==> config.mk <==
export PLATFORM = sky130hd
export DESIGN_NAME = pose_kalman_filter_flat
export DESIGN_NICKNAME = d
export VERILOG_FILES = /design/src/design/pkf_pkg.sv /design/src/design/pkf_if.sv /design/src/design/pkf_ctrl.sv /design/src/design/pkf_datapath.sv /design/src/design/pose_kalman_filter.sv /design/src/flat_wrapper.sv
export SDC_FILE = /design/constraint.sdc
export NUM_CORES = 2
export LEC_CHECK = 0
export BUFFER_PORTS_ARGS = -buffer_cell sky130_fd_sc_hd__buf_2
export CORE_MARGIN = 3
export CORE_UTILIZATION = 45
export DETAILED_ROUTE_END_ITERATION = 12
export PLACE_DENSITY_LB_ADDON = 0.1
export SKIP_LAST_GASP = 1
export SLEW_MARGIN = 20
export SYNTH_ARGS = -nofsm -noshare
export SYNTH_HDL_FRONTEND = slang
export SYNTH_SLANG_ARGS = --single-unit
export TNS_END_PERCENT = 20
==> constraint.sdc <==
create_clock -name clk_i -period 10 [get_ports clk_i]
set_clock_uncertainty 0.15 [all_clocks]
set_input_delay 0.5 -clock clk_i [delete_from_list [all_inputs] [get_ports clk_i]]
set_output_delay 0.5 -clock clk_i [all_outputs]
set_load 0.02 [all_outputs]
==> src/design/pkf_pkg.sv <==
// Package for the pose Kalman filter: shared constants, register indexes
// and the command struct that the controller sends to the datapath.
// Depends on nothing.
`timescale 1ns / 1ps

package pkf_pkg;

  // Number of independent scalar lanes (x, y, z, roll, pitch, yaw).
  localparam int DIMS = 6;
  localparam int LANE_W = $clog2(DIMS);
  localparam int WORD_W = 32;

  // Configuration port.
  localparam int CFG_IDX_W = 2;
  localparam int CFG_W = 31;
  localparam logic [CFG_IDX_W-1:0] CFG_PROC_NOISE = 2'd0;
  localparam logic [CFG_IDX_W-1:0] CFG_MEAS_NOISE = 2'd1;

  // One command per cycle from the controller to the datapath.
  typedef struct packed {
    logic              capture;   // latch the incoming measurement word
    logic              load;      // read lane state, form prior and denominator
    logic              div_step;  // one restoring division step
    logic              mul;       // form both gain products
    logic              upd;       // write back estimate and variance
    logic              publish;   // copy estimates into the output register
    logic [LANE_W-1:0] lane;
  } pkf_cmd_t;

endpackage

==> src/design/pkf_if.sv <==
// Handshake interfaces for the measurement and estimate channels.
// Depends on nothing.
`timescale 1ns / 1ps

interface pkf_meas_if;
  logic               valid;
  logic               ready;
  logic signed [31:0] meas_x;
  logic signed [31:0] meas_y;
  logic signed [31:0] meas_z;
  logic signed [31:0] meas_roll;
  logic signed [31:0] meas_pitch;
  logic signed [31:0] meas_yaw;

  modport source (output valid, meas_x, meas_y, meas_z, meas_roll, meas_pitch, meas_yaw,
                  input ready);
  modport sink (input valid, meas_x, meas_y, meas_z, meas_roll, meas_pitch, meas_yaw,
                output ready);
endinterface

interface pkf_est_if;
  logic               valid;
  logic               ready;
  logic signed [31:0] est_x;
  logic signed [31:0] est_y;
  logic signed [31:0] est_z;
  logic signed [31:0] est_roll;
  logic signed [31:0] est_pitch;
  logic signed [31:0] est_yaw;

  modport source (output valid, est_x, est_y, est_z, est_roll, est_pitch, est_yaw,
                  input ready);
  modport sink (input valid, est_x, est_y, est_z, est_roll, est_pitch, est_yaw,
                output ready);
endinterface

==> src/design/pkf_ctrl.sv <==
// Controller for the pose Kalman filter: walks the lanes and the division
// steps and owns the input ready and output valid. Depends on pkf_pkg.
`timescale 1ns / 1ps

module pkf_ctrl #(
  parameter int FRAC_BITS = 16
) (
  input  logic             clk_i,
  input  logic             rst_ni,
  input  logic             in_valid_i,
  output logic             in_ready_o,
  output logic             out_valid_o,
  input  logic             out_ready_i,
  output pkf_pkg::pkf_cmd_t cmd_o
);

  localparam int CNT_W = $clog2(FRAC_BITS + 1);

  typedef enum logic [2:0] {
    ST_IDLE,
    ST_LOAD,
    ST_DIV,
    ST_MUL,
    ST_UPD,
    ST_DONE
  } state_e;

  state_e                      state_q;
  logic [pkf_pkg::LANE_W-1:0]  lane_q;
  logic [CNT_W-1:0]            cnt_q;
  logic                        out_valid_q;
  logic                        accept;
  logic                        publish;

  assign in_ready_o  = (state_q == ST_IDLE);
  assign out_valid_o = out_valid_q;
  assign accept      = in_valid_i && in_ready_o;
  assign publish     = (state_q == ST_DONE) && (!out_valid_q || out_ready_i);

  always_comb begin
    cmd_o          = '0;
    cmd_o.lane     = lane_q;
    cmd_o.capture  = accept;
    cmd_o.load     = (state_q == ST_LOAD);
    cmd_o.div_step = (state_q == ST_DIV);
    cmd_o.mul      = (state_q == ST_MUL);
    cmd_o.upd      = (state_q == ST_UPD);
    cmd_o.publish  = publish;
  end

  always_ff @(posedge clk_i or negedge rst_ni) begin
    if (!rst_ni) begin
      state_q     <= ST_IDLE;
      lane_q      <= '0;
      cnt_q       <= '0;
      out_valid_q <= 1'b0;
    end else begin
      if (publish) begin
        out_valid_q <= 1'b1;
      end else if (out_ready_i) begin
        out_valid_q <= 1'b0;
      end
      case (state_q)
        ST_IDLE: begin
          if (accept) begin
            lane_q  <= '0;
            state_q <= ST_LOAD;
          end
        end
        ST_LOAD: begin
          cnt_q   <= '0;
          state_q <= ST_DIV;
        end
        ST_DIV: begin
          if (cnt_q == CNT_W'(FRAC_BITS)) begin
            state_q <= ST_MUL;
          end else begin
            cnt_q <= cnt_q + 1'b1;
          end
        end
        ST_MUL: begin
          state_q <= ST_UPD;
        end
        ST_UPD: begin
          if (lane_q == pkf_pkg::LANE_W'(pkf_pkg::DIMS - 1)) begin
            state_q <= ST_DONE;
          end else begin
            lane_q  <= lane_q + 1'b1;
            state_q <= ST_LOAD;
          end
        end
        ST_DONE: begin
          if (publish) begin
            state_q <= ST_IDLE;
          end
        end
        default: begin
          state_q <= ST_IDLE;
        end
      endcase
    end
  end

endmodule

==> src/design/pkf_datapath.sv <==
// Datapath for the pose Kalman filter: lane state, noise registers, the
// shared restoring divider, the two gain multipliers and the output word.
// Depends on pkf_pkg.
`timescale 1ns / 1ps

module pkf_datapath #(
  parameter int FRAC_BITS = 16
) (
  input  logic                                          clk_i,
  input  logic                                          rst_ni,
  input  pkf_pkg::pkf_cmd_t                             cmd_i,
  input  logic                                          cfg_we_i,
  input  logic [pkf_pkg::CFG_IDX_W-1:0]                 cfg_idx_i,
  input  logic [pkf_pkg::CFG_W-1:0]                     cfg_wdata_i,
  input  logic [pkf_pkg::DIMS-1:0][pkf_pkg::WORD_W-1:0] meas_i,
  output logic [pkf_pkg::DIMS-1:0][pkf_pkg::WORD_W-1:0] est_o
);

  localparam int QW = FRAC_BITS + 1;          // gain width, 0 .. 2^F
  localparam int PE = QW + 34;                // gain times difference
  localparam int PV = QW + 32;                // gain times prior
  localparam logic [31:0] ONE_FX = 32'd1 << FRAC_BITS;
  localparam logic [pkf_pkg::CFG_W-1:0] PN_RESET =
    pkf_pkg::CFG_W'(((64'd1 << FRAC_BITS) + 64'd50) / 64'd100);
  localparam logic [pkf_pkg::CFG_W-1:0] MN_RESET =
    pkf_pkg::CFG_W'(((64'd1 << FRAC_BITS) + 64'd5) / 64'd10);

  logic [pkf_pkg::CFG_W-1:0]   pn_q, mn_q;
  logic signed [31:0]          est_q [pkf_pkg::DIMS];
  logic [31:0]                 var_q [pkf_pkg::DIMS];
  logic [31:0]                 meas_q [pkf_pkg::DIMS];
  logic [pkf_pkg::DIMS-1:0][31:0] res_q;

  logic [31:0]                 prior_q;
  logic [32:0]                 denom_q;
  logic signed [32:0]          diff_q;
  logic signed [31:0]          est_old_q;
  logic [33:0]                 rem_q;
  logic [QW-1:0]               quot_q;
  logic signed [PE-1:0]        prod_e_q;
  logic [PV-1:0]               prod_v_q;

  logic signed [31:0] est_sel;
  logic [31:0]        var_sel, meas_sel, prior, var_new;
  logic [32:0]        sum, denom;
  logic signed [32:0] diff;
  logic               ge;
  logic [33:0]        rem_sub;
  logic [QW-1:0]      gain;
  logic signed [PE-1:0] corr, est_ext, est_sum;
  logic [PV-1:0]      dec;
  logic [31:0]        est_new;
  logic               ovf;

  always_comb begin
    est_sel  = est_q[cmd_i.lane];
    var_sel  = var_q[cmd_i.lane];
    meas_sel = meas_q[cmd_i.lane];
    // Prior saturates at the all-ones value.
    sum      = {1'b0, var_sel} + {2'b00, pn_q};
    prior    = sum[32] ? '1 : sum[31:0];
    denom    = {1'b0, prior} + {2'b00, mn_q};
    diff     = $signed({meas_sel[31], meas_sel}) - $signed({est_sel[31], est_sel});

    ge       = (rem_q >= {1'b0, denom_q});
    rem_sub  = ge ? (rem_q - {1'b0, denom_q}) : rem_q;

    // Zero denominator means zero prior and zero noise: keep the estimate.
    gain     = (denom_q == '0) ? '0 : quot_q;

    corr     = prod_e_q >>> FRAC_BITS;
    est_ext  = PE'(est_old_q);
    est_sum  = est_ext + corr;
    ovf      = (est_sum[PE-1:31] != {(PE - 31){est_sum[PE-1]}});
    est_new  = ovf ? (est_sum[PE-1] ? 32'h8000_0000 : 32'h7fff_ffff) : est_sum[31:0];
    dec      = prod_v_q >> FRAC_BITS;
    var_new  = prior_q - dec[31:0];
  end

  always_ff @(posedge clk_i or negedge rst_ni) begin
    if (!rst_ni) begin
      pn_q <= PN_RESET;
      mn_q <= MN_RESET;
      for (int i = 0; i < pkf_pkg::DIMS; i++) begin
        est_q[i] <= '0;
        var_q[i] <= ONE_FX;
      end
    end else begin
      if (cfg_we_i) begin
        case (cfg_idx_i)
          pkf_pkg::CFG_PROC_NOISE: pn_q <= cfg_wdata_i;
          pkf_pkg::CFG_MEAS_NOISE: mn_q <= cfg_wdata_i;
          default: ;
        endcase
      end
      if (cmd_i.upd) begin
        est_q[cmd_i.lane] <= est_new;
        var_q[cmd_i.lane] <= var_new;
      end
    end
  end

  always_ff @(posedge clk_i) begin
    if (cmd_i.capture) begin
      for (int i = 0; i < pkf_pkg::DIMS; i++) begin
        meas_q[i] <= meas_i[i];
      end
    end
    if (cmd_i.load) begin
      prior_q   <= prior;
      denom_q   <= denom;
      diff_q    <= diff;
      est_old_q <= est_sel;
      rem_q     <= {2'b00, prior};
      quot_q    <= '0;
    end
    if (cmd_i.div_step) begin
      rem_q  <= {rem_sub[32:0], 1'b0};
      quot_q <= {quot_q[QW-2:0], ge};
    end
    if (cmd_i.mul) begin
      prod_e_q <= PE'($signed({1'b0, gain})) * PE'(diff_q);
      prod_v_q <= PV'(gain) * PV'(prior_q);
    end
    if (cmd_i.publish) begin
      for (int i = 0; i < pkf_pkg::DIMS; i++) begin
        res_q[i] <= est_q[i];
      end
    end
  end

  assign est_o = res_q;

endmodule

==> src/design/pose_kalman_filter.sv <==
// Top level of the pose Kalman filter: a controller and a datapath behind
// two handshake channels and a write-only configuration port.
// Depends on pkf_pkg, pkf_if, pkf_ctrl and pkf_datapath.
`timescale 1ns / 1ps

// Channel   Dir  Handshake          Word
// meas_i    in   valid / ready      meas_x .. meas_yaw, signed Q16.16
// est_o     out  valid / ready      est_x .. est_yaw, signed Q16.16
// cfg       in   cfg_we_i           cfg_idx_i selects, cfg_wdata_i 31 bits
//
// Each lane steps through prior and denominator, the shared one-bit-per-cycle gain divider,
// the multipliers and the write back, in that order.
// A word is taken only while the block is idle, once the previous estimates are published;
// the block cannot take a new word before it is through with the last one.
// Reset sets estimates to zero, variances to one and the noise registers to 0.01 and 0.1.
// A stalled output holds its word while the next one is taken; only the final copy waits.

module pose_kalman_filter #(
  parameter int FRAC_BITS = 16
) (
  input  logic                             clk_i,
  input  logic                             rst_ni,
  input  logic                             cfg_we_i,
  input  logic [pkf_pkg::CFG_IDX_W-1:0]    cfg_idx_i,
  input  logic [pkf_pkg::CFG_W-1:0]        cfg_wdata_i,
  pkf_meas_if.sink                         meas_i,
  pkf_est_if.source                        est_o
);

  pkf_pkg::pkf_cmd_t                              cmd;
  logic [pkf_pkg::DIMS-1:0][pkf_pkg::WORD_W-1:0]  meas_vec;
  logic [pkf_pkg::DIMS-1:0][pkf_pkg::WORD_W-1:0]  est_vec;

  // Lane order follows the field order: x, y, z, roll, pitch, yaw.
  assign meas_vec[0] = meas_i.meas_x;
  assign meas_vec[1] = meas_i.meas_y;
  assign meas_vec[2] = meas_i.meas_z;
  assign meas_vec[3] = meas_i.meas_roll;
  assign meas_vec[4] = meas_i.meas_pitch;
  assign meas_vec[5] = meas_i.meas_yaw;

  assign est_o.est_x     = est_vec[0];
  assign est_o.est_y     = est_vec[1];
  assign est_o.est_z     = est_vec[2];
  assign est_o.est_roll  = est_vec[3];
  assign est_o.est_pitch = est_vec[4];
  assign est_o.est_yaw   = est_vec[5];

  pkf_ctrl #(
    .FRAC_BITS (FRAC_BITS)
  ) u_ctrl (
    .clk_i       (clk_i),
    .rst_ni      (rst_ni),
    .in_valid_i  (meas_i.valid),
    .in_ready_o  (meas_i.ready),
    .out_valid_o (est_o.valid),
    .out_ready_i (est_o.ready),
    .cmd_o       (cmd)
  );

  pkf_datapath #(
    .FRAC_BITS (FRAC_BITS)
  ) u_datapath (
    .clk_i       (clk_i),
    .rst_ni      (rst_ni),
    .cmd_i       (cmd),
    .cfg_we_i    (cfg_we_i),
    .cfg_idx_i   (cfg_idx_i),
    .cfg_wdata_i (cfg_wdata_i),
    .meas_i      (meas_vec),
    .est_o       (est_vec)
  );

endmodule

==> src/flat_wrapper.sv <==
// flat-port wrapper written by rule: the top's interface ports become plain ports
module pose_kalman_filter_flat 
#(
  parameter int FRAC_BITS = 16
)
  (clk_i, rst_ni, cfg_we_i, cfg_idx_i, cfg_wdata_i, meas_i_valid, meas_i_meas_x, meas_i_meas_y, meas_i_meas_z, meas_i_meas_roll, meas_i_meas_pitch, meas_i_meas_yaw, meas_i_ready, est_o_valid, est_o_est_x, est_o_est_y, est_o_est_z, est_o_est_roll, est_o_est_pitch, est_o_est_yaw, est_o_ready);
  pkf_meas_if meas_i_i ();
  pkf_est_if est_o_i ();
  input  logic clk_i;
  input  logic rst_ni;
  input  logic cfg_we_i;
  input  logic [pkf_pkg::CFG_IDX_W-1:0] cfg_idx_i;
  input  logic [pkf_pkg::CFG_W-1:0] cfg_wdata_i;
  input wire logic [$bits(meas_i_i.valid)-1:0] meas_i_valid;
  input wire logic [$bits(meas_i_i.meas_x)-1:0] meas_i_meas_x;
  input wire logic [$bits(meas_i_i.meas_y)-1:0] meas_i_meas_y;
  input wire logic [$bits(meas_i_i.meas_z)-1:0] meas_i_meas_z;
  input wire logic [$bits(meas_i_i.meas_roll)-1:0] meas_i_meas_roll;
  input wire logic [$bits(meas_i_i.meas_pitch)-1:0] meas_i_meas_pitch;
  input wire logic [$bits(meas_i_i.meas_yaw)-1:0] meas_i_meas_yaw;
  output wire logic [$bits(meas_i_i.ready)-1:0] meas_i_ready;
  output wire logic [$bits(est_o_i.valid)-1:0] est_o_valid;
  output wire logic [$bits(est_o_i.est_x)-1:0] est_o_est_x;
  output wire logic [$bits(est_o_i.est_y)-1:0] est_o_est_y;
  output wire logic [$bits(est_o_i.est_z)-1:0] est_o_est_z;
  output wire logic [$bits(est_o_i.est_roll)-1:0] est_o_est_roll;
  output wire logic [$bits(est_o_i.est_pitch)-1:0] est_o_est_pitch;
  output wire logic [$bits(est_o_i.est_yaw)-1:0] est_o_est_yaw;
  input wire logic [$bits(est_o_i.ready)-1:0] est_o_ready;
  assign meas_i_i.valid = meas_i_valid;
  assign meas_i_i.meas_x = meas_i_meas_x;
  assign meas_i_i.meas_y = meas_i_meas_y;
  assign meas_i_i.meas_z = meas_i_meas_z;
  assign meas_i_i.meas_roll = meas_i_meas_roll;
  assign meas_i_i.meas_pitch = meas_i_meas_pitch;
  assign meas_i_i.meas_yaw = meas_i_meas_yaw;
  assign meas_i_ready = meas_i_i.ready;
  assign est_o_valid = est_o_i.valid;
  assign est_o_est_x = est_o_i.est_x;
  assign est_o_est_y = est_o_i.est_y;
  assign est_o_est_z = est_o_i.est_z;
  assign est_o_est_roll = est_o_i.est_roll;
  assign est_o_est_pitch = est_o_i.est_pitch;
  assign est_o_est_yaw = est_o_i.est_yaw;
  assign est_o_i.ready = est_o_ready;
  pose_kalman_filter #(.FRAC_BITS(FRAC_BITS)) u_core (.clk_i(clk_i), .rst_ni(rst_ni), .cfg_we_i(cfg_we_i), .cfg_idx_i(cfg_idx_i), .cfg_wdata_i(cfg_wdata_i), .meas_i(meas_i_i), .est_o(est_o_i));
endmodule
After elaboration in Yosys (flattened, before gate mapping). Memories as Yosys holds them, arrays and structs flattened. Index checks and enable logic that the tools add are counted.

Logic and storage cells: 111. Memory bits (writable): 192. Register bits: 930. Memories kept: 1.

Memory list: u_core.u_datapath.meas_q (depth 6, width 32, read ports 1, clocked after memory_dff 0, write ports 6, RTL line pkf_datapath.sv:31) `logic [31:0] meas_q [pkf_pkg::DIMS];`.

Multiply operators: 2. Eq/ne operators: 14. Order comparisons: 3. Mux-type cells: 33. Add/sub/neg operators: 8. Reductions and logical operators: 16. Bitwise gates (word level): 1.

Operators with widths (number): $bwmux W192 (2); $mux W32 (8); $bmux W32 S3 (2); $demux W32 S3 (1); $mux W34 (2); $add A32 B31 Y33 (2); $mul A18 B33 Y51 (1); $mux W17 (3); $mul A17 B32 Y48 (1); $add A32 B35 Y36 (1); $ge A34 B33 Y1 (1); $logic_not A33 Y1 (1); $mux W33 (1); $sub A32 B32 Y33 (1); $sub A33 B33 Y33 (1); $sub A32 B32 Y32 (1); $ne A19 B19 Y1 (1); $mux W3 (6); $pmux W3 S6 (1); $pmux W5 S2 (1); $eq A3 B3 Y1 const B (3); $ne A2 B2 Y1 const B (4); $eq A3 B2 Y1 const B (2); $pmux W3 S2 (1); other kinds (19) (29).

Longest topological paths before layout.
Depth after elaboration: 8. Gate-level depth with buffers: 35.

By module. A second synthesis with hierarchy kept.

Cells, all modules: 8415. Area total of the unflattened synthesis: 86359.1 um^2.

Modules (own cells, without submodules): pkf_datapath (cells an instance 8334, sequential area each 30152.7 um^2, times used 1, area an instance 85608.4 um^2); pkf_ctrl (cells an instance 81, sequential area each 300.3 um^2, times used 1, area an instance 750.7 um^2).

Least setup slack after synthesis. Ideal clock, no wire load.

Path kind: register -> register. Start point: reg u_core.u_ctrl.state_q[1]. End point: reg u_core.u_datapath.res_q, in the netlist u_core.u_datapath.est_o[0], enable pin. Path slack: 0.374 ns. Buffers on the path: 1. Required time: 9.103 ns. Data arrival time: 8.728 ns. Stages on the path, launching flop included: 4. Path through: dfrtp_1 > clkbuf_1 > nand3b_1 > nor2_1.

RTL lines: from (decl) (RTL line pkf_ctrl.sv:28) `state_e state_q;`; from (signal assigned) (RTL line pkf_ctrl.sv:53) `state_q <= ST_IDLE;`; from (signal assigned) (RTL line pkf_ctrl.sv:67) `state_q <= ST_LOAD;`; from (signal assigned) (RTL line pkf_ctrl.sv:72) `state_q <= ST_DIV;`; to (signal, indexed assignment) (RTL line pkf_datapath.sv:127) `res_q[i] <= est_q[i];`; to (decl) (RTL line pkf_datapath.sv:32) `logic [pkf_pkg::DIMS-1:0][31:0] res_q;`.

Worst setup path in the final report.
Start point: reg u_core.u_datapath.denom_q[32]. End point: reg u_core.u_datapath.prod_v_q[47] (data pin).

Word-level cells in the longest chain between the ends: 3.

RTL lines: from (decl) (RTL line pkf_datapath.sv:35) `logic [32:0] denom_q;`; from (signal assigned) (RTL line pkf_datapath.sv:111) `denom_q <= denom;`; $logic_not A33 Y1 (RTL line pkf_datapath.sv:69) `gain = (denom_q == '0) ? '0 : quot_q;`; $mux W17 (RTL line pkf_datapath.sv:69); $mul A17 B32 Y48 (RTL line pkf_datapath.sv:123) `prod_v_q <= PV'(gain) * PV'(prior_q);`; to (signal assigned) (RTL line pkf_datapath.sv:123); to (decl) (RTL line pkf_datapath.sv:41) `logic [PV-1:0] prod_v_q;`.

Every way passes these cells. A chain may end at the register's enable or synchronous reset.

==> metrics.md <==
| Metric | Value |
|---|---|
| Startpoint of the tightest hold check path | meas_i_valid |
| Number of search-and-repair iterations in the first detailed-routing pass | 5 |
| PostCTS Resize Cnt | 0 |
| Biggest area contributors in the synthesized netlist | sky130_fd_sc_hd__fa_1 23%, sky130_fd_sc_hd__edfxtp_1 22%, sky130_fd_sc_hd__dfrtp_1 13% |
| DRC marker count from the first detailed-route iteration | 4469 |
| Result of the run | finished, final reports clean |
| Number of buffers inserted by port buffering | 423 |
| Critical path arrival | between 9 and 10 ns |
| Design area | 0.0974 mm^2 |
| Antenna violations before repair | 21 |
| Floorplan die height | approximately 440 um |
| RSZ-0062 raised after global routing | no |
| Standard cell core area | 0.190 mm^2 |
| Average via count per standard cell | about 5.4 |
| Critical Path End Type | flip-flop |
| Post-synthesis instance area | 0.0862 mm^2 |
| Register cell area after layout | 0.0305 mm^2 |
| Proportion of register bits with asynchronous set or reset after synthesis | 0.420 |
| Clock network latency to the later pin of the worst-skew pair | roughly 0.78 ns |
| Cell Area, Placed | 0.0911 mm^2 |
| Total Negative Setup Slacks | 0 ns |
| Routed length per placed instance | 23.1 um |
| Post-synthesis cell count | 8159 |
| Post-Synthesis Net Count | 9806 |
| Area enclosed by the die boundary | 0.197 mm^2 |
| Number of inserted filler cells in the final layout | 17169 |
| Number of synthesized flops with an enable pin | roughly 630 |
| Cell family contributing the most delay on the critical path | adder cells |
| Clock Sink Count | between 1000 and 1500 |
| Slew at the pin with the worst max-slew slack | 1.33 ns |
| Fmax | approximately 0.11 GHz |
| DPL Wire Length | 188000 um |
| Min cycle time layout | between 9 and 10 ns |
| Synth top area share | 0.229 |
| Ratio of cells with drive above 1 in the final layout | 0.119 |
| Synth Flop Type | sky130_fd_sc_hd__edfxtp_1 |
| Setup bufs post-CTS | 0 |
| Launch point of the worst reg-to-reg path | u_core.u_datapath.denom_q[32] |
| Combined area of the multi-input logic cells | 0.0497 mm^2 |
| Nature of the critical path startpoint | flip-flop |
| Number of buffers added by the clock tree synthesis step | roughly 110 |
| FF-to-FF End | u_core.u_datapath.prod_v_q[47] |
| Synthesized area per cell | 10.6 um^2 |
| Cell chosen for the clock root | sky130_fd_sc_hd__clkbuf_16 |
| CP Buf/Inv Count | 5 |
| First-pass GRT wire length | 400000 um |
| Die Span X | 444 um |
| Cell type with the highest aggregate area in the netlist | sky130_fd_sc_hd__fa_1 |
| Launch point of the worst path | u_core.u_datapath.denom_q[32] |
| Cell repeated most along the worst path | sky130_fd_sc_hd__fa_1 |
| Depth of the worst register-to-register path | 28 |
| Clock tree from TritonCTS | done |
| Deepest level of the CTS H-tree | 3 |
| Yosys cell types | 88 |
| Seq cells post-synth | 1090 |
| Buffers from clock root to sink, at most | 3 |
| Starting Density | 0.453 |
| Number of I/O pins | 424 |
| Vias in the first global route | around 64000 |
| Hold crit path type | in2reg |
| Portion of the clock cycle consumed by the worst path in the final layout | 0.909 |
| Cell depth of the worst setup path | 28 |
| Slowest cell on crit path | sky130_fd_sc_hd__fa_1 |
| Delay of the slowest cell on the worst path | 0.54 ns |
| Largest net degree at the start of global routing | 173 |
| DRC viols | 0 |
| Max-slew headroom | 0.106 |
| Count of vias placed by the detailed router | 61453 |
| Pre-CTS setup slack | 1.02 ns |
| Synthesis Warnings | 0 |
| Final standard cell utilization of the core | 0.512 |
| Maximum net fanout on the critical path | 15 |
| Final ANT Viol Nets | 0 |
| Register-to-Register Setup Slack | 0.91 ns |
| Count of endpoints failing hold in the final timing report | 0 |
| Remaining global-route overflow | 0 |
| Critical path data required time | 10.31 ns |
| Register area share after synthesis | 0.353 |
| Clock transition time at the flip-flop clock pins of the worst setup and hold paths | 0.06 ns |
| Gr usage total | 0.267 |
| Reported max-cap violation count | 0 |
| Capturing element of the worst setup path | u_core.u_datapath.prod_v_q[47] |
| FP Rows | 160 |
| Critical Setup Path Class | reg2reg |
| Hold bufs inserted after CTS | 225 |
| Overall routed net length | 261000 um |
| Finish-stage setup viols | 0 |
| Layout area overhead | 13.1% |
| Nets | 10312 |
| Final weighted congestion of routability-driven global placement | 0.897 |
| Max-slew violations | 0 |
| Setup slack of the critical path after layout | about 0.9 ns |
-- placed cells by master, fill, tap and decap left out, types with 44 or more instances in the layout --
master / count
sky130_fd_sc_hd__and2_1: 414
sky130_fd_sc_hd__nand2b_1: 59
sky130_fd_sc_hd__inv_1: 1267
sky130_fd_sc_hd__nor3_1: 44
sky130_fd_sc_hd__a21o_1: 144
sky130_fd_sc_hd__a21oi_1: 303
sky130_fd_sc_hd__o21ai_0: 251
sky130_fd_sc_hd__clkbuf_16: 113
sky130_fd_sc_hd__nand2_1: 1129
sky130_fd_sc_hd__o21ai_1: 174
sky130_fd_sc_hd__buf_2: 422
sky130_fd_sc_hd__xnor2_1: 154
sky130_fd_sc_hd__fa_1: 986
sky130_fd_sc_hd__mux2i_1: 158
sky130_fd_sc_hd__ha_1: 431
sky130_fd_sc_hd__nor2_1: 245
sky130_fd_sc_hd__dfrtp_1: 436
sky130_fd_sc_hd__edfxtp_1: 631
sky130_fd_sc_hd__buf_4: 100
sky130_fd_sc_hd__nand3_1: 50
sky130_fd_sc_hd__xor2_1: 81
sky130_fd_sc_hd__mux2_2: 212
sky130_fd_sc_hd__dlygate4sd3_1: 225
-- state kept, by name, indices dropped and copies added (netlist names), 17 cells and up --
| name | flops |
|---|---|
| u_core.u_datapath.diff_q | 33 |
| u_core.u_datapath.var_q | 192 |
| u_core.u_datapath.meas_q | 192 |
| u_core.u_datapath.prod_e_q | 35 |
| u_core.u_datapath.prod_v_q | 32 |
| u_core.u_datapath.est_q | 192 |
| u_core.u_datapath.pn_q | 31 |
| u_core.u_datapath.prior_q | 32 |
| u_core.u_datapath.est_old_q | 32 |
| u_core.u_datapath.denom_q | 33 |
| u_core.u_datapath.est_o | 192 |
| u_core.u_datapath.rem_q | 34 |
| u_core.u_datapath.quot_q | 17 |
| u_core.u_datapath.mn_q | 31 |
-- cells by family (layout without fill, tap and decap cells) --
kind of cell	Yosys count	count (layout)	synth area share
other	0	16	0
DFF	1090	1090	0.353
AOI/OAI and AO/OA	1218	1218	0.0876
and+or+nand+nor	2156	2156	0.116
buffers and inverters	1640	2246	0.0732
adders and majority gates	1417	1417	0.292
muxes	403	403	0.0546
xor gates and xnor gates	235	235	0.0239
-- worst register-to-register path: cells and delay by family (launching register included) --
kind / cells / cell delay, ns
XOR/XNOR: 1 / 0.14
flip-flops: 1 / 0.40
adder cells (fa/ha/maj): 7 / 3.38
AO/OA/AOI/OAI: 10 / 2.36
buffers and inverters: 5 / 1.05
AND/OR/NAND/NOR: 5 / 1.34
-- cell type report --
class                           instances  area share
Antenna cell                           16    0.000411
Clock buffer                          148      0.0310
Clock inverter                         67     0.00984
Inverter                             1269      0.0489
Multi-Input combinational cell       5429       0.510
Sequential cell                      1090       0.313
Tap cell                             2511      0.0322
Timing Repair Buffer                  762      0.0554
-- cells in the mapped netlist (13+ instances only) --
master	number
sky130_fd_sc_hd__a211oi_1	24
sky130_fd_sc_hd__a22o_1	23
sky130_fd_sc_hd__o21ai_1	168
sky130_fd_sc_hd__nor4_1	16
sky130_fd_sc_hd__xor2_1	81
sky130_fd_sc_hd__or2_2	14
sky130_fd_sc_hd__ha_1	431
sky130_fd_sc_hd__a21oi_1	303
sky130_fd_sc_hd__and3_1	39
sky130_fd_sc_hd__nand4_1	27
sky130_fd_sc_hd__mux4_2	32
sky130_fd_sc_hd__nand2b_1	59
sky130_fd_sc_hd__o211ai_1	42
sky130_fd_sc_hd__nand3_1	53
sky130_fd_sc_hd__clkbuf_1	322
sky130_fd_sc_hd__buf_6	19
sky130_fd_sc_hd__inv_1	1267
sky130_fd_sc_hd__o2bb2ai_1	27
sky130_fd_sc_hd__mux2_2	212
sky130_fd_sc_hd__o31ai_1	17
sky130_fd_sc_hd__xnor2_1	154
sky130_fd_sc_hd__buf_1	23
sky130_fd_sc_hd__mux2i_1	158
sky130_fd_sc_hd__edfxtp_1	631
sky130_fd_sc_hd__a31oi_1	28
sky130_fd_sc_hd__nor2b_1	59
sky130_fd_sc_hd__and2_1	415
sky130_fd_sc_hd__o21bai_1	34
sky130_fd_sc_hd__o21a_1	39
sky130_fd_sc_hd__o21ai_0	257
sky130_fd_sc_hd__a221oi_1	37
sky130_fd_sc_hd__dfrtp_1	439
sky130_fd_sc_hd__nor2_1	250
sky130_fd_sc_hd__a21o_1	144
sky130_fd_sc_hd__nand2_1	1132
sky130_fd_sc_hd__fa_1	986
sky130_fd_sc_hd__or3_1	13
sky130_fd_sc_hd__dfstp_2	19
sky130_fd_sc_hd__nor3_1	45
-- metal layers --
metal | track usage | wire length [um]
met1 | 0.378 | 115000
met3 | 0.0354 | 15400
met2 | 0.433 | 124000
met5 | 0 | 10
met4 | 0.0708 | 6400
-- stage by stage --
step / instances / hold slack [ns]
6_report: 11292 / 0.0845
5_1_grt: 11290 / 0.0929
4_1_cts: 11274 / 0.0232
3_5_place_dp: 10834 / 0.309
3_3_place_gp: 10833 / 0.305
2_1_floorplan: 8159 / 0.0544
-- worst min-delay path by stage --
stage / to / slack, ns / cells past startpoint
6_report: u_core.u_ctrl.state_q[0] / 0.08 / 4
5_1_grt: u_core.u_ctrl.state_q[0] / 0.09 / 4
4_1_cts: u_core.u_ctrl.state_q[0] / 0.02 / 4
3_5_place_dp: u_core.u_datapath.est_o[131] / 0.31 / 0
3_3_place_gp: u_core.u_datapath.est_o[128] / 0.30 / 0
2_1_floorplan: u_core.u_ctrl.cnt_q[0] / 0.05 / 0
Power is left out: the tool's default activity adds up to more than one toggle a clock period on the data nets, which glitch-free logic cannot reach.
